## config.mk

```make
export PLATFORM = sky130hd
export DESIGN_NAME = script_token_splitter
export DESIGN_NICKNAME = d
export VERILOG_FILES = /design/src/rtl/stts_pkg.sv /design/src/rtl/stts_front.sv /design/src/rtl/stts_back.sv /design/src/rtl/stts_outq.sv /design/src/rtl/script_token_splitter.sv
export SDC_FILE = /design/constraint.sdc
export NUM_CORES = 1
export LEC_CHECK = 0
export BUFFER_PORTS_ARGS = -buffer_cell sky130_fd_sc_hd__buf_4
export CAP_MARGIN = 30
export CORE_AREA = 3 3 126 152
export DETAILED_ROUTE_END_ITERATION = 12
export DIE_AREA = 0 0 129 155
export HOLD_SLACK_MARGIN = 0.06
export PLACE_DENSITY = 0.73
export SLEW_MARGIN = 20
export SYNTH_ARGS = -nofsm -noshare
export SYNTH_HDL_FRONTEND = slang
export SYNTH_SLANG_ARGS = --single-unit
export TNS_END_PERCENT = 30
```

## constraint.sdc

```tcl
create_clock -name clk -period 4.27 [get_ports clk]
set_input_delay 0.427 -clock clk [delete_from_list [all_inputs] [get_ports clk]]
set_output_delay 0.427 -clock clk [all_outputs]
set_load 0.05 [all_outputs]
```

## src/rtl/stts_pkg.sv

```systemverilog
// Shared types and constants for the script token splitter.
// No dependencies; every other file in rtl/ refers to this package by scoped names.
`timescale 1ns / 1ps

package stts_pkg;

  localparam int MAX_TOKEN = 1024;

  localparam int QDEPTH = 4;
  localparam int QAW    = $clog2(QDEPTH);
  localparam int QCW    = $clog2(QDEPTH + 1);

  localparam logic [1:0] KIND_BYTE  = 2'd0;
  localparam logic [1:0] KIND_EMPTY = 2'd1;
  localparam logic [1:0] KIND_END   = 2'd2;
  localparam logic [1:0] KIND_ERROR = 2'd3;

  localparam logic [1:0] ERR_NONE  = 2'd0;
  localparam logic [1:0] ERR_LINE  = 2'd1;
  localparam logic [1:0] ERR_QUOTE = 2'd2;
  localparam logic [1:0] ERR_LONG  = 2'd3;

  localparam logic [7:0] CH_NL    = 8'h0A;
  localparam logic [7:0] CH_SLASH = 8'h2F;
  localparam logic [7:0] CH_QUOTE = 8'h22;
  localparam logic [7:0] CH_SPACE = 8'h20;

  localparam logic [15:0] LINE_MAX = 16'hFFFF;

  typedef struct packed {
    logic [7:0] text_byte;
    logic       same;
    logic       nul;
    logic       space;
    logic       newline;
    logic       slash;
    logic       quote;
  } cls_t;

  typedef struct packed {
    logic [1:0]  kind;
    logic [7:0]  tbyte;
    logic        first;
    logic        last;
    logic [15:0] line;
    logic [1:0]  err;
  } res_t;

  typedef struct packed {
    logic       take;
    logic       stopped;
    logic [1:0] wr;
  } bstat_t;

endpackage

```

## src/rtl/stts_front.sv

```systemverilog
// Front end: accepts text bytes, classifies them and queues them for the scanner.
// Depends on stts_pkg.
`timescale 1ns / 1ps

module stts_front (
  input  logic               clk,
  input  logic               rst,
  input  logic               push,
  output logic               full,
  input  logic [7:0]         text_byte,
  input  logic               same_line_only,
  output stts_pkg::cls_t     item,
  output logic               item_valid,
  input  logic               item_take
);

  stts_pkg::cls_t                 q [stts_pkg::QDEPTH];
  logic [stts_pkg::QAW-1:0]       wp;
  logic [stts_pkg::QAW-1:0]       rp;
  logic [stts_pkg::QCW-1:0]       cnt;
  stts_pkg::cls_t                 cls;
  logic                           push_ok;
  logic                           pop_ok;

  assign full       = (cnt == stts_pkg::QCW'(stts_pkg::QDEPTH));
  assign item_valid = (cnt != '0);
  assign item       = q[rp];
  assign push_ok    = push & ~full;
  assign pop_ok     = item_take & item_valid;

  always_comb begin
    cls.text_byte = text_byte;
    cls.same      = same_line_only;
    cls.nul       = (text_byte == 8'd0);
    cls.space     = (text_byte != 8'd0) && (text_byte <= stts_pkg::CH_SPACE);
    cls.newline   = (text_byte == stts_pkg::CH_NL);
    cls.slash     = (text_byte == stts_pkg::CH_SLASH);
    cls.quote     = (text_byte == stts_pkg::CH_QUOTE);
  end

  always_ff @(posedge clk) begin
    if (rst) begin
      wp  <= '0;
      rp  <= '0;
      cnt <= '0;
    end else begin
      if (push_ok) wp <= wp + 1'b1;
      if (pop_ok) rp <= rp + 1'b1;
      cnt <= cnt + stts_pkg::QCW'(push_ok) - stts_pkg::QCW'(pop_ok);
    end
  end

  always_ff @(posedge clk) begin
    if (push_ok) q[wp] <= cls;
  end

endmodule

```

## src/rtl/stts_back.sv

```systemverilog
// Back end: scanner state machine that turns classified bytes into result items.
// Depends on stts_pkg; fed by stts_front, drains into stts_outq.
`timescale 1ns / 1ps

module stts_back #(
  parameter int MAX_TOKEN = stts_pkg::MAX_TOKEN
) (
  input  logic               clk,
  input  logic               rst,
  input  stts_pkg::cls_t     item,
  input  logic               item_valid,
  output logic               item_take,
  input  logic               room,
  output stts_pkg::res_t     r0,
  output stts_pkg::res_t     r1,
  output stts_pkg::bstat_t   stat
);

  localparam int LW = $clog2(MAX_TOKEN);
  localparam logic [LW-1:0] LEN_LAST = LW'(MAX_TOKEN - 1);

  localparam logic [2:0] M_SKIP    = 3'd0;
  localparam logic [2:0] M_SLASH   = 3'd1;
  localparam logic [2:0] M_COMMENT = 3'd2;
  localparam logic [2:0] M_BARE    = 3'd3;
  localparam logic [2:0] M_QUOTE   = 3'd4;
  localparam logic [2:0] M_DONE    = 3'd5;
  localparam logic [2:0] M_HALT    = 3'd6;

  logic [2:0]    mode, mode_next;
  logic [7:0]    held_byte, held_byte_next;
  logic          held_valid, held_valid_next;
  logic          held_first, held_first_next;
  logic [LW-1:0] tlen, tlen_next;
  logic [15:0]   line;
  logic          bump;
  logic          v0, v1;
  logic          do_ext, do_skip, skip_slot1;
  logic          skip_v;
  stts_pkg::res_t skip_r;
  logic          wide;

  function automatic stts_pkg::res_t mk(logic [1:0] kind, logic [7:0] b, logic f, logic l,
                                        logic [15:0] ln, logic [1:0] e);
    stts_pkg::res_t r;
    r.kind  = kind;
    r.tbyte = b;
    r.first = f;
    r.last  = l;
    r.line  = ln;
    r.err   = e;
    return r;
  endfunction

  assign item_take = item_valid & room;
  assign wide      = ~item.nul & ~item.space;

  always_comb begin
    mode_next       = mode;
    held_byte_next  = held_byte;
    held_valid_next = held_valid;
    held_first_next = held_first;
    tlen_next       = tlen;
    bump            = 1'b0;
    v0              = 1'b0;
    v1              = 1'b0;
    r0              = '0;
    r1              = '0;
    do_ext          = 1'b0;
    do_skip         = 1'b0;
    skip_slot1      = 1'b0;
    skip_v          = 1'b0;
    skip_r          = '0;

    case (mode)
      M_SKIP: begin
        do_skip = 1'b1;
      end
      M_SLASH, M_BARE: begin
        if (mode == M_SLASH && item.slash) begin
          held_valid_next = 1'b0;
          if (item.same) begin
            v0        = 1'b1;
            r0        = mk(stts_pkg::KIND_ERROR, 8'd0, 1'b0, 1'b0, line, stts_pkg::ERR_LINE);
            mode_next = M_HALT;
          end else begin
            mode_next = M_COMMENT;
          end
        end else if (wide) begin
          mode_next = M_BARE;
          do_ext    = 1'b1;
        end else begin
          v0              = 1'b1;
          r0              = mk(stts_pkg::KIND_BYTE, held_byte, held_first, 1'b1, line,
                               stts_pkg::ERR_NONE);
          held_valid_next = 1'b0;
          do_skip         = 1'b1;
          skip_slot1      = 1'b1;
        end
      end
      M_COMMENT: begin
        if (item.nul) begin
          do_skip = 1'b1;
        end else if (item.newline) begin
          bump      = 1'b1;
          mode_next = M_SKIP;
        end
      end
      M_QUOTE: begin
        if (item.nul) begin
          v0              = 1'b1;
          r0              = mk(stts_pkg::KIND_ERROR, 8'd0, 1'b0, 1'b0, line, stts_pkg::ERR_QUOTE);
          mode_next       = M_HALT;
          held_valid_next = 1'b0;
        end else if (item.quote) begin
          mode_next       = M_SKIP;
          v0              = 1'b1;
          held_valid_next = 1'b0;
          if (held_valid) begin
            r0 = mk(stts_pkg::KIND_BYTE, held_byte, held_first, 1'b1, line, stts_pkg::ERR_NONE);
          end else begin
            r0 = mk(stts_pkg::KIND_EMPTY, 8'd0, 1'b1, 1'b1, line, stts_pkg::ERR_NONE);
          end
        end else begin
          do_ext = 1'b1;
        end
      end
      default: begin
      end
    endcase

    if (do_ext) begin
      if (tlen == LEN_LAST) begin
        v0              = 1'b1;
        r0              = mk(stts_pkg::KIND_ERROR, 8'd0, 1'b0, 1'b0, line, stts_pkg::ERR_LONG);
        mode_next       = M_HALT;
        held_valid_next = 1'b0;
      end else begin
        tlen_next = tlen + 1'b1;
        if (held_valid) begin
          v0 = 1'b1;
          r0 = mk(stts_pkg::KIND_BYTE, held_byte, held_first, 1'b0, line, stts_pkg::ERR_NONE);
        end
        held_first_next = ~held_valid;
        held_byte_next  = item.text_byte;
        held_valid_next = 1'b1;
      end
    end

    if (do_skip) begin
      if (item.nul) begin
        skip_v = 1'b1;
        if (item.same) begin
          skip_r          = mk(stts_pkg::KIND_ERROR, 8'd0, 1'b0, 1'b0, line, stts_pkg::ERR_LINE);
          mode_next       = M_HALT;
          held_valid_next = 1'b0;
        end else begin
          skip_r    = mk(stts_pkg::KIND_END, 8'd0, 1'b0, 1'b0, line, stts_pkg::ERR_NONE);
          mode_next = M_DONE;
        end
      end else if (item.space) begin
        mode_next = M_SKIP;
        if (item.newline) begin
          if (item.same) begin
            skip_v          = 1'b1;
            skip_r          = mk(stts_pkg::KIND_ERROR, 8'd0, 1'b0, 1'b0, line,
                                 stts_pkg::ERR_LINE);
            mode_next       = M_HALT;
            held_valid_next = 1'b0;
          end else begin
            bump = 1'b1;
          end
        end
      end else if (item.quote) begin
        held_valid_next = 1'b0;
        held_first_next = 1'b1;
        tlen_next       = '0;
        mode_next       = M_QUOTE;
      end else begin
        held_byte_next  = item.text_byte;
        held_valid_next = 1'b1;
        held_first_next = 1'b1;
        tlen_next       = LW'(1);
        mode_next       = item.slash ? M_SLASH : M_BARE;
      end
      if (skip_slot1) begin
        v1 = skip_v;
        r1 = skip_r;
      end else begin
        v0 = skip_v;
        r0 = skip_r;
      end
    end
  end

  assign stat.take    = item_take;
  assign stat.stopped = (mode == M_DONE) || (mode == M_HALT);
  assign stat.wr      = {v1 & item_take, v0 & item_take};

  always_ff @(posedge clk) begin
    if (rst) begin
      mode       <= M_SKIP;
      held_valid <= 1'b0;
      held_first <= 1'b0;
      tlen       <= '0;
      line       <= 16'd1;
      held_byte  <= 8'd0;
    end else if (item_take) begin
      mode       <= mode_next;
      held_valid <= held_valid_next;
      held_first <= held_first_next;
      tlen       <= tlen_next;
      held_byte  <= held_byte_next;
      if (bump && line != stts_pkg::LINE_MAX) line <= line + 16'd1;
    end
  end

endmodule

```

## src/rtl/stts_outq.sv

```systemverilog
// Result queue: takes up to two result items per cycle, hands out one per pop.
// Depends on stts_pkg.
`timescale 1ns / 1ps

module stts_outq (
  input  logic               clk,
  input  logic               rst,
  input  logic [1:0]         wr,
  input  stts_pkg::res_t     r0,
  input  stts_pkg::res_t     r1,
  output logic               room,
  input  logic               pop,
  output logic               empty,
  output stts_pkg::res_t     head
);

  stts_pkg::res_t              q [stts_pkg::QDEPTH];
  logic [stts_pkg::QAW-1:0]    wp;
  logic [stts_pkg::QAW-1:0]    rp;
  logic [stts_pkg::QCW-1:0]    cnt;
  logic                        pop_ok;

  assign empty  = (cnt == '0);
  assign room   = (cnt <= stts_pkg::QCW'(stts_pkg::QDEPTH - 2));
  assign head   = q[rp];
  assign pop_ok = pop & ~empty;

  always_ff @(posedge clk) begin
    if (rst) begin
      wp  <= '0;
      rp  <= '0;
      cnt <= '0;
    end else begin
      wp  <= wp + stts_pkg::QAW'(wr[0]) + stts_pkg::QAW'(wr[1]);
      if (pop_ok) rp <= rp + 1'b1;
      cnt <= cnt + stts_pkg::QCW'(wr[0]) + stts_pkg::QCW'(wr[1]) - stts_pkg::QCW'(pop_ok);
    end
  end

  always_ff @(posedge clk) begin
    if (wr[0]) q[wp] <= r0;
    if (wr[1]) q[wp + 1'b1] <= r1;
  end

endmodule

```

## src/rtl/script_token_splitter.sv

```systemverilog
// Top level of the script token splitter: front queue, scanner, result queue.
// Depends on stts_pkg, stts_front, stts_back and stts_outq.
//
//   channel  | handshake        | fields
//   ---------+------------------+-------------------------------------------------
//   text in  | push / full      | text_byte, same_line_only
//   results  | pop / empty      | kind, token_byte, is_first, is_last, line_number,
//            |                  | error_code
//
// One text byte per cycle is taken while the front queue is not full; the scanner
// retires one queued byte per cycle while the result queue has room. The scanner
// reads the front queue head and writes its results into the result queue.
// A byte can give two results; the scanner waits whenever the result
// queue has fewer than two free entries, and the front queue fills behind it.
// Synchronous reset clears both queues and the scanner; after end of data or an
// error, bytes are still taken but give no result until reset.
`timescale 1ns / 1ps

module script_token_splitter #(
  parameter int MAX_TOKEN = stts_pkg::MAX_TOKEN
) (
  input  logic        clk,
  input  logic        rst,
  input  logic        push,
  output logic        full,
  input  logic [7:0]  text_byte,
  input  logic        same_line_only,
  output logic        empty,
  input  logic        pop,
  output logic [1:0]  kind,
  output logic [7:0]  token_byte,
  output logic        is_first,
  output logic        is_last,
  output logic [15:0] line_number,
  output logic [1:0]  error_code
);

  stts_pkg::cls_t   item;
  logic             item_valid;
  logic             item_take;
  logic             room;
  stts_pkg::res_t   r0;
  stts_pkg::res_t   r1;
  stts_pkg::res_t   head;
  stts_pkg::bstat_t stat;

  stts_front u_front (
    .clk            (clk),
    .rst            (rst),
    .push           (push),
    .full           (full),
    .text_byte      (text_byte),
    .same_line_only (same_line_only),
    .item           (item),
    .item_valid     (item_valid),
    .item_take      (item_take)
  );

  stts_back #(
    .MAX_TOKEN (MAX_TOKEN)
  ) u_back (
    .clk        (clk),
    .rst        (rst),
    .item       (item),
    .item_valid (item_valid),
    .item_take  (item_take),
    .room       (room),
    .r0         (r0),
    .r1         (r1),
    .stat       (stat)
  );

  stts_outq u_outq (
    .clk   (clk),
    .rst   (rst),
    .wr    (stat.wr),
    .r0    (r0),
    .r1    (r1),
    .room  (room),
    .pop   (pop),
    .empty (empty),
    .head  (head)
  );

  assign kind        = head.kind;
  assign token_byte  = head.tbyte;
  assign is_first    = head.first;
  assign is_last     = head.last;
  assign line_number = head.line;
  assign error_code  = head.err;

  a_take_room: assert property (@(posedge clk) disable iff (rst) stat.take |-> room)
    else $error("scanner advanced without room for two results");

  a_stop_holds: assert property (@(posedge clk) disable iff (rst)
    stat.stopped |=> stat.stopped)
    else $error("scanner left the stopped state without reset");

  a_second_slot: assert property (@(posedge clk) disable iff (rst)
    stat.wr[1] |-> stat.wr[0])
    else $error("second result written without the first");

endmodule

```

Word-level counts from Yosys, hierarchy flattened
Memory sizes are Yosys's and may differ from the RTL's. A register that Yosys moved wholly into a read port is not among the register bits.
Cells that the tools add are included.
{ "totals": {"ff_bits": 53, "ram_bits": 176, "inputBits": 13, "out_inout_bits": 32, "wordCells": 169, "n_memories": 2} }
{ "op_classes": {"addsub": 13, "magnitude_cmp": 2, "eq_ne": 10, "n_mux": 108, "n_bitwise": 12, "n_reduce_logical": 10} }
{ "memory_table": {"columns": ["name", "words", "width", "read_ports", "rd_ports_with_merged_regs", "wr", "line", "rtl"], "rows": [
  ["u_outq.q", 4, 30, 1, 1, 2, "stts_outq.sv:17", "stts_pkg::res_t q [stts_pkg::QDEPTH];"],
  ["u_front.q", 4, 14, 1, 1, 1, "stts_front.sv:17", "stts_pkg::cls_t q [stts_pkg::QDEPTH];"]
]} }
{ "op_table": {"columns": ["op", "count"], "rows": [
  ["2-to-1 mux 30 bit", 14],
  ["one-hot mux 30 bit (2 select lines)", 1],
  ["2-to-1 mux 29 bit", 2],
  ["2-to-1 mux 1 bit", 53],
  ["2-to-1 mux 10 bit", 5],
  ["2-to-1 mux 8 bit", 6],
  ["2-to-1 mux 3 bit", 15],
  ["2-to-1 mux 28 bit", 1],
  ["adder 16 x 1 -> 16 bit (second input constant)", 1],
  ["equality test 8 x 6 -> 1 bit (second input constant)", 2],
  ["!= test 16 bit (second input constant)", 1],
  ["2-to-1 mux 2 bit", 6],
  ["adder 10 x 1 -> 10 bit (second input constant)", 1],
  ["equality test 10 bit (second input constant)", 1],
  ["adder 3 x 1 -> 3 bit", 3],
  ["one-hot mux 3 bit (3 select lines)", 1],
  ["adder 2 x 1 -> 2 bit (second input constant)", 4],
  ["equality test 8 x 4 -> 1 bit (second input constant)", 1],
  ["<= comparator 8 x 6 -> 1 bit (second input constant)", 1],
  ["zero test 8 bit", 1],
  ["nonzero test 8 bit", 1],
  ["AND 1 bit", 7],
  ["equality test 3 x 2 -> 1 bit (second input constant)", 2],
  ["equality test 3 bit (second input constant)", 2],
  ["12 further kinds", 23]
]} }

Logic depth before layout (Yosys ltp)
Gate-level depths: netlist of run 1.
{ "logic_depth": {"word_depth": 14, "depth_mapped": 13} }

Cells and area by module
Synthesis of run 1 repeated with hierarchy kept, for this count alone.
{ "unflattened": {"hier_cells": 859, "hier_area_um2": 11742.5} }
{ "by_module_without_submodules": {"columns": ["mod", "n_inst", "cells_per_inst", "area_per_inst_um2", "seq_area_each_um2"], "rows": [
  ["stts_outq", 1, 338, 6214.7, 3783.6],
  ["stts_back", 1, 385, 2925.3, 780.7],
  ["stts_front", 1, 136, 2602.5, 1861.8]
]} }

Least setup slack after synthesis of run 1
Ideal clock, no wire load.
{ "synth_timing": {"path_kind": "register to register", "startpoint": "register u_outq.cnt[1] (netlist name)", "endpoint": "register u_outq.cnt[1] (netlist name)", "setup_ps": 128, "arrival_ps": 3049, "t_required_ps": 4142, "setup_slack_ps": 1093, "path_stages_with_launch": 8, "n_path_buf": 0, "period_less_slack_ps": 3177, "cell_sequence": "dfxtp_1 -> nor3_1 -> nor2b_1 -> ha_1 -> fa_1 -> inv_1 -> fa_1 -> nor2b_1"} }
{ "synth_between": {"elab_cells_between_ends": 10} }
{ "synth_rtl": {"columns": ["element", "line", "rtl"], "rows": [
  ["start: declaration", "stts_outq.sv:20", "logic [stts_pkg::QCW-1:0] cnt;"],
  ["start signal: assignment", "stts_outq.sv:36", "cnt <= cnt + stts_pkg::QCW'(wr[0]) + stts_pkg::QCW'(wr[1]) - stts_pkg::QCW'(pop_ok);"],
  ["zero test 3 bit", "stts_outq.sv:23", "assign empty = (cnt == '0);"],
  ["via empty", "script_token_splitter.sv:28", "output logic empty,"],
  ["NOT 1 bit", "stts_outq.sv:26", "assign pop_ok = pop & ~empty;"],
  ["AND 1 bit", "stts_outq.sv:26", null],
  ["via u_outq.pop_ok", "stts_outq.sv:21", "logic pop_ok;"],
  ["subtractor 3 x 1 -> 3 bit", "stts_outq.sv:36", null]
]} }
The timed path passes the listed nets, and every way through them passes these cells.
A chain may end at the register's enable or synchronous reset.

==> results_dict.tcl, run 1 <==
set metrics [dict create \
    die_area_sq_um 20000 \
    antenna_found_initial 0 \
    path_cells "buf_4 -> mux4_2 -> a31o_2 -> and4_1 -> inv_2 -> ha_1 -> fa_1 -> inv_1 -> fa_1 -> nor2b_1" \
    ys_warn_count 0 \
    slew_headroom_pct 49.5 \
    rsz0062_at_grt "no" \
    grt_max_degree 48 \
    nets 910 \
    whs_ns 0.121 \
    hold_violations 0 \
    post-route-min-period_ns 3.49 \
    max_slew.worst_pin.slew_ns 0.757 \
    core_area_sq_um 17600 \
    setup_tns_ns 0 \
    drive_above_1_share_pct 19.5 \
    yosysSeqAreaShare_pct 56.3 \
    switching_share_pct 35.6 \
    reg2reg_to "u_outq.cnt[1]" \
    grt_pass1_vias 7330 \
    start_util_pct 60.3 \
    syn_nets 878 \
    htree_levels 1 \
    fmax_mhz 286 \
    synth_cells 851 \
    cts_buffers 24 \
    cpLargestDelayFamily "adder cells" \
    worst-path-buf-inv 3 \
    path_class "register to register" \
    rows 53 \
    wire_per_inst_um 20.3 \
    status "finished clean" \
    grt_pass1_wl_um 37100 \
    max_cap_violations 0 \
    synth_area_leaders "edfxtp_1 (37%), dfxtp_1 (19%), mux4_2 (9.3%)" \
    leakagePower_nw 4.13 \
    drt_iter0_drc 619 \
    ioPinCount 45 \
    crit_end "u_outq.cnt[1]" \
    netlist_area_sq_um 10600 \
    power.switching_w 0.00270 \
    num_vias 7069 \
    cts_tree "done" \
    synth-async-reset-ratio_pct 0 \
    grt-ovfl-total 0 \
    ctsHoldBuffers 0 \
    cp_max_fo 12 \
    detail_route.vias_per_cell 6.31 \
    setup_viol 0 \
    track_usage_pct 23.1 \
    clk_pin_slew_ns 0.06 \
    antenna_cells 0 \
    path_common_cell "fa_1" \
    dr.pass1.iters 5 \
    p_clk_share_pct 27.0 \
    clock_latency_ns 0.53 \
    cts_buffer_depth 3 \
    syn_area_per_cell_sq_um 12.5 \
    arrival_ns 3.88 \
    r2r_setup_slack_ns 0.78 \
    powerDensity_nw_per_um2 639 \
    cts_setup_buffers 0 \
    ys_ff_latch 233 \
    ant_nets 0 \
    drc_errors 0 \
    synth_top_cells_by_count "edfxtp_1 (132), dfxtp_1 (101), nand2_1 (77)" \
    p_seq_share_pct 38.2 \
    synth_edf_count 132 \
    dp.final_hpwl_um 14700 \
    finalNonFillerCells 1121 \
    fin_util_pct 67.4 \
    routed_wl_um 22800 \
    io_buffers 44 \
    place_congestion 1.03 \
    clock_skew_ns 0.0177 \
    hp-class "primary input to register" \
    fin_crit_sh_pct 81.8 \
    dpl_worst_slack_ns 0.742 \
    areaGrowthSynthToFinish_pct 11.9 \
    worst_slack_ns 0.776 \
    hold_path_depth 1 \
    critical-path-slowest-cell "mux4_2" \
    yosysTopAreaCellShare_pct 37.3 \
    cts_num_sinks 233 \
    vdd_ir_drop_max_uv 368 \
    synthFlopType "edfxtp_1" \
    root_buffer "clkbuf_16" \
    synth.distinct_cells 67 \
    cp_num_cells 10 \
    synthDominantAreaCellType "edfxtp_1" \
    finalMaxSlewViolations 0 \
    fp.dieW_um 129 \
    cp-start-kind "register" \
    die-height_um 155 \
    intPower_w 0.00489 \
    cts_resized 0 \
    crit_path_end_kind "register" \
    placedCellCount 1076 \
    r2r_cells 10 \
    max_stage_delay_ns 0.60 \
    synth.most_common_cell "edfxtp_1" \
    pwr-share-comb_pct 34.7 \
    cp.required_ns 4.65 \
]
-- through the flow --
step	total power (W)	area, sq um
after floorplan	0.00488	10600
after global placement	0.00546	11100
after detailed placement	0.00556	11100
after CTS	0.00761	11900
after global routing	0.00796	11900
final	0.00759	11900
-- layer usage --
layer	vias to the layer above	routed length (um)	GRT usage, %
met4	0	604	6.50
li1	3245	-	-
met3	63	1120	3.37
met5	-	0	0
met2	240	12000	42.4
met1	3521	8980	28.0
-- state kept, by name, indices dropped and copies added, names as in the netlist, 3 cells and up, named ones only --
signal            count
u_outq.q            120
u_front.q            56
u_back.tlen          10
u_outq.cnt            3
u_back.line          16
u_back.mode           3
u_front.cnt           3
u_back.held_byte      8
-- worst register-to-register path, stage by stage (launching register included) --
cell and delay [ns]:
dfxtp_1 0.51, buf_4 0.30, mux4_2 0.60, a31o_2 0.31, and4_1 0.25, inv_2 0.13
ha_1 0.25, fa_1 0.41, inv_1 0.08, fa_1 0.40, nor2b_1 0.13
-- how the worst min path moves through the flow --
stage	start	slack [ns]	to
after floorplan	u_outq.q[2][18]	0.44	u_outq.q[2][18]
after global placement	u_outq.q[0][18]	0.44	u_outq.q[0][18]
after detailed placement	u_outq.q[0][23]	0.45	u_outq.q[0][23]
after CTS	text_byte[2]	0.11	u_front.q[3][8]
after global routing	same_line_only	0.11	u_front.q[2][5]
final	same_line_only	0.12	u_front.q[2][5]
-- power by group through the flow --
stage               clock network [W]  registers (W)  logic, W
global placement                    0        0.00297   0.00249
floorplan                           0        0.00285   0.00203
detailed placement                  0        0.00296   0.00261
global route                  0.00218        0.00294   0.00284
finish                        0.00205        0.00290   0.00264
CTS                           0.00209        0.00291   0.00261
-- layout make-up --
type                       count  area [sq um]
clock inverter                15           136
tap                          220           275
fill                        1242          5750
timing repair buffer          63           505
sequential                   233          5990
inverter                      23          86.3
clock buffer                  29           649
multi-input combinational    538          4250
-- kinds of logic (layout without fill, tap and decap cells) --
kind of cell | Yosys count | count (layout) | synth area share (%)
xor+xnor | 16 | 16 | 1.32
mux | 94 | 94 | 14.1
flops | 233 | 233 | 56.3
compound gates | 178 | 178 | 11.4
simple gates | 236 | 236 | 11.2
fa+ha+maj | 14 | 14 | 1.93
buf+inv | 80 | 130 | 3.83
-- cells in the final DEF, fill, tap and decap left out, types with 6 or more instances in the layout --
master       n
edfxtp_1   132
a21oi_1     43
buf_4       60
clkinv_2     6
xor2_1       6
mux4_2      44
nand3_1     19
nor2_1      44
o31ai_1     12
o21ai_0     35
ha_1        10
clkbuf_16   24
a21boi_0    42
inv_1       22
or4_1       12
nand2_1     77
and3_1      10
a21boi_1    11
or2_2        9
or3_1        6
dfxtp_1    100
nor2b_1      7
mux2i_1     48
xnor2_1     10
nor3_1      14
nand4_1      6
(Power assumes the default switching activity.)
==> inputs of run 2 (changes only) <==
CORE_AREA = 3 3 130 157   (was 3 3 126 152)
DIE_AREA = 0 0 133 160   (was 0 0 129 155)
PLACE_DENSITY = 0.72   (was 0.73)
clock period = 2.85 ns   (was 4.27 ns; I/O delays follow)
==> run 2 against run 1 <==
  * First-iteration DRC count down 14%
  * Largest power group is now combinational logic
  * The flow now finishes with violations (negative setup slack)
  * Sequential power up 49%
  * Non-clock buffer count up 66
==> results_dict.tcl, run 2 (synthesis gave the netlist of run 1 again) <==
set metrics [dict create \
    max_cap_violations 0 \
    cp.required_ns 3.23 \
    largest_reg_flops 120 \
    worst_slack_ns -0.0178 \
    htree_levels 1 \
    die_area_sq_um 21300 \
    cp-start-kind "register" \
    die-height_um 160 \
    ant_nets 0 \
    layout_commonest_cell "edfxtp_1" \
    dr.pass1.iters 5 \
    grt_pass1_wl_um 40100 \
    track_usage_pct 23.2 \
    reg2reg_to "u_outq.cnt[1]" \
    wire_per_inst_um 20.2 \
    grt_max_degree 48 \
    powerDensity_nw_per_um2 947 \
    setup_viol 1 \
    rows 55 \
    cp-startpoint "u_front.q[3][4]" \
    grt_pass1_vias 7715 \
    root_buffer "clkbuf_16" \
    ioPinCount 45 \
    slew_headroom_pct 49.1 \
    drt_iter0_drc 532 \
    detail_route.vias_per_cell 6.00 \
    failed_checks "negative setup slack" \
    clock_skew_ns 0.0155 \
    hold_violations 0 \
    status "finished, violations left" \
    finalMaxSlewViolations 0 \
    nets 975 \
    antenna_cells 0 \
    cts_num_sinks 233 \
    grt-ovfl-total 0 \
    cts_buffer_depth 3 \
    areaGrowthSynthToFinish_pct 18.3 \
    io_buffers 44 \
    fin_util_pct 66.4 \
    start_util_pct 56.2 \
    num_vias 7308 \
    whs_ns 0.228 \
    drive_above_1_share_pct 24.9 \
    max_slew.worst_pin.slew_ns 0.764 \
    path_class "register to register" \
    timing.rr.start "u_front.q[3][4]" \
    arrival_ns 3.25 \
    dp.final_hpwl_um 16800 \
    routed_wl_um 24600 \
    leakagePower_nw 4.44 \
    r2r_cells 10 \
    fin_crit_sh_pct 101 \
    fillers 1397 \
    cts_tree "done" \
    crit_end "u_outq.cnt[1]" \
    hp-class "primary input to register" \
    top_regs "u_outq.q: 120 flops, u_front.q: 56 flops, u_back.line: 16 flops" \
    vdd_ir_drop_max_uv 739 \
    core_area_sq_um 18900 \
    cp_max_fo 2 \
    crit_path_end_kind "register" \
    final_cell_mix "edfxtp_1 (132), buf_4 (112), dfxtp_1 (98), nand2_1 (77), mux2i_1 (48)" \
    clk_pin_slew_ns 0.07 \
    fp.dieW_um 133 \
    drc_errors 0 \
    clock_latency_ns 0.51 \
    fmax_mhz 349 \
    rsz0062_at_grt "yes" \
    antenna_found_initial 0 \
    place_congestion 0.917 \
    cts_buffers 23 \
    post-route-min-period_ns 2.87 \
    setup_tns_ns -0.0178 \
    largest-register "u_outq.q" \
    r2r_setup_slack_ns -0.02 \
]
## run 2: cell count changes in the layout (fill, tap and decap cells not counted), moves of 3 or more
cell / before / now
clkinv_2: 6 / 2
or2_2: 9 / 4
buf_12: 2 / 7
clkbuf_8: 3 / 0
or2_4: 0 / 5
buf_4: 60 / 112
dlygate4sd3_1: 0 / 9
## run 2: repair_timing
action	in CTS	in global routing
resized for setup	11	10
endpoints found under the hold margin	36	0
buffers inserted	2	3
pin swaps	2	3
hold buffers	9	0
endpoints found under the setup margin	3	22
## run 2: worst max-delay path, cell delays in order, from the launching register on
cell       delay (ns)
edfxtp_1         0.42
or2_4            0.24
mux4_2           0.52
a2bb2oi_4        0.17
o21ai_4          0.17
nor2_4           0.04
or2_4            0.23
fa_2             0.34
inv_2            0.06
fa_1             0.41
nor2b_4          0.13
## run 2: stage by stage
stage                     setup WS, ns  total power, W  instances  area, sq um
final                          -0.0178          0.0119       1219        12600
after global routing           -0.0856          0.0125       1219        12600
after CTS                      0.00176          0.0119       1216        12500
after detailed placement       -0.0841         0.00886       1165        11600
after global placement         -0.0365         0.00875       1165        11600
after floorplan                 -0.123         0.00736        851        10700
## run 2: power breakdown
part | switching [W] | internal, W
Combinational | 0.00274 | 0.00189
Clock | 0.00122 | 0.00175
Sequential | 0.000251 | 0.00407
Total | 0.00421 | 0.00770
## run 2: how the worst min path moves through the flow
stage / cells after the start / end / start
after floorplan: 0 / u_front.q[0][10] / text_byte[4]
after global placement: 2 / u_outq.q[3][20] / u_outq.q[3][20]
after detailed placement: 2 / u_outq.q[1][23] / u_outq.q[1][23]
after CTS: 2 / u_front.cnt[1] / rst
after global routing: 2 / u_front.cnt[1] / rst
final: 2 / u_front.cnt[1] / rst
## run 2: layout make-up
cell class / count / area [sq um] / area share, %
sequential: 233 / 5990 / 47.7
clock buffer: 25 / 583 / 4.64
multi-input combinational: 538 / 4360 / 34.6
inverter: 23 / 88.8 / 0.706
clock inverter: 15 / 153 / 1.21
timing repair buffer: 129 / 1080 / 8.61
tap: 256 / 320 / 2.55
## run 2: routing by layer
metal | track usage (%) | vias up | wire length [um]
met5 | 0 | - | 0
met4 | 6.62 | 0 | 510
met3 | 3.15 | 39 | 1130
li1 | - | 3386 | -
met2 | 43.4 | 215 | 13600
met1 | 27.6 | 3668 | 9430
==> inputs of run 3 (changes only) <==
CORE_AREA = 3 3 126 152   (was 3 3 130 157)
DIE_AREA = 0 0 129 155   (was 0 0 133 160)
PLACE_DENSITY = 0.73   (was 0.72)
clock period = 3.36 ns   (was 2.85 ns; I/O delays follow)
==> run 3 against run 2 <==
  * Sequential cell count stayed put
  * Clock skew rose by 0.0064 ns
  * Critical endpoint unchanged
  * Count of clock-buffer cells in the layout rose by 11
  * Non-clock buffer count fell by 42
  * Fmax shrank 6.9%
  * Largest cell class unchanged
  * Sequential power fell by 14%
  * Core utilization up 1.7 points
  * The run now ends clean
  * Worst hold slack got worse by 0.14 ns
==> results_dict.tcl, run 3 (synthesis gave the netlist of run 1 again) <==
set metrics [dict create \
    status "finished clean" \
    critical-path-slowest-cell "mux4_2" \
    crit_path_end_kind "register" \
    grt_pass1_wl_um 37500 \
    finalMaxSlewViolations 0 \
    setup_tns_ns 0 \
    htree_levels 1 \
    num_vias 7119 \
    hp-class "primary input to register" \
    setup_viol 0 \
    met1_length_um 9220 \
    largest_reg_flops 120 \
    worst-path-buf-inv 3 \
    cts_setup_buffers 0 \
    layout_commonest_cell "edfxtp_1" \
    antenna_found_initial 0 \
    top_regs "u_outq.q: 120 flops, u_front.q: 56 flops, u_back.line: 16 flops" \
    powerDensity_nw_per_um2 796 \
    path_cells "buf_4 -> mux4_2 -> a31o_2 -> and4_1 -> inv_2 -> ha_1 -> fa_1 -> inv_1 -> fa_1 -> nor2b_1" \
    dr.pass1.iters 5 \
    nets 933 \
    postLayoutCellArea_sq_um 12000 \
    root_buffer "clkbuf_16" \
    max_cap_violations 0 \
    rsz0062_at_grt "no" \
    cp-start-kind "register" \
    grt_pass1_vias 7286 \
    drt_iter0_drc 544 \
    drc_errors 0 \
    max_slew.worst_pin.slew_ns 0.788 \
    ant_nets 0 \
    cts_buffers 23 \
    met3_length_um 1050 \
    drive_above_1_share_pct 20.7 \
    multi_input_comb_area_sq_um 4250 \
    fp.dieW_um 129 \
    hold_violations 0 \
    final_cell_mix "edfxtp_1 (132), dfxtp_1 (98), nand2_1 (77), buf_4 (77), mux2i_1 (48)" \
    io_buffers 44 \
    die_area_sq_um 20000 \
    antenna_cells 0 \
    cp.required_ns 3.72 \
    slew_headroom_pct 47.4 \
    cts_num_sinks 233 \
    areaGrowthSynthToFinish_pct 13.1 \
    fillers 1233 \
    routed.top_layer "met4" \
    ioPinCount 45 \
    place_congestion 0.939 \
    cts_buffer_depth 3 \
    fin_util_pct 68.2 \
    grt_max_degree 48 \
    clock_latency_ns 0.51 \
    wire_per_inst_um 20.6 \
    grt-ovfl-total 0 \
    leakagePower_nw 4.21 \
    placed_area_sq_um 11200 \
    largest-register "u_outq.q" \
    routed_wl_um 23600 \
    clock_skew_ns 0.0219 \
    arrival_ns 3.44 \
    dp.final_hpwl_um 15800 \
    rows 53 \
    path_class "register to register" \
    cp_max_fo 8 \
    die-height_um 155 \
    path_common_cell "fa_1" \
    max_stage_delay_ns 0.50 \
    start_util_pct 60.3 \
    clk_pin_slew_ns 0.06 \
    vdd_ir_drop_max_uv 508 \
    core_area_sq_um 17600 \
    regArea_sq_um 5990 \
    cpLargestDelayFamily "adder cells" \
    cts_tree "done" \
    fin_crit_sh_pct 91.7 \
    fmax_mhz 325 \
    wl_met2_um 12700 \
    detail_route.vias_per_cell 6.23 \
    track_usage_pct 23.6 \
    post-route-min-period_ns 3.08 \
]
[run 3: cell types whose count changed in the layout (fill, tap and decap cells not counted), moves of 3 or more]
cell / previous run / this run
buf_4: 112 / 77
buf_12: 7 / 2
or2_4: 5 / 0
or2_2: 4 / 9
clkbuf_1: 2 / 6
clkbuf_8: 0 / 6
clkinv_1: 6 / 2
bufinv_16: 3 / 0
[run 3: path summary, 6_finish.rpt]
kind                    from               to  slack, ns  cells past startpoint
max reg2reg         register    u_outq.cnt[1]       0.28                     10
max                 register    u_outq.cnt[1]       0.28                     10
min             text_byte[1]  u_front.q[1][7]       0.08                      1
min reg2reg  u_outq.q[2][23]  u_outq.q[2][23]       0.46                      2
[run 3: power breakdown]
part / internal (W) / switching, W
Sequential: 0.00345 / 0.000266
Clock: 0.00140 / 0.00102
Combinational: 0.00129 / 0.00214
[run 3: repair_timing]
item / 4_1_cts / 5_1_grt
setup endpoints to repair: 0 / 2
resized for setup: 0 / 3
endpoints found under the hold margin: 32 / 0
hold buffers: 8 / 0
[run 3: routing by layer]
layer	GRT usage [%]	up-vias
met5	0	-
met4	8.25	0
met3	2.71	55
met2	43.1	232
met1	28.6	3546
li1	-	3286
[run 3: final cells by class]
type                       instances  area share, %
clock buffer                      36           5.72
clock inverter                     6          0.260
inverter                          23          0.718
multi-input combinational        538           35.4
sequential                       233           49.8
tap                              220           2.29
timing repair buffer              87           5.81
[run 3: stage by stage]
stage / instances / hold slack (ns) / total power (W) / worst slack, ns
detailed placement: 1093 / 0.450 / 0.00719 / 0.120
floorplan: 851 / 0.435 / 0.00620 / 0.183
finish: 1143 / 0.0842 / 0.00957 / 0.279
global route: 1143 / 0.0750 / 0.0100 / 0.0446
CTS: 1143 / 0.0609 / 0.00962 / 0.0885
global placement: 1093 / 0.442 / 0.00713 / 0.146
[run 3: worst reg2reg max path: stages (launching register included)]
cell and delay (ns):
dfxtp_4 0.40, buf_4 0.15, mux4_2 0.50, a31o_2 0.24, and4_1 0.24, inv_2 0.12, ha_1 0.25, fa_1 0.41
inv_1 0.08, fa_1 0.40, nor2b_1 0.14
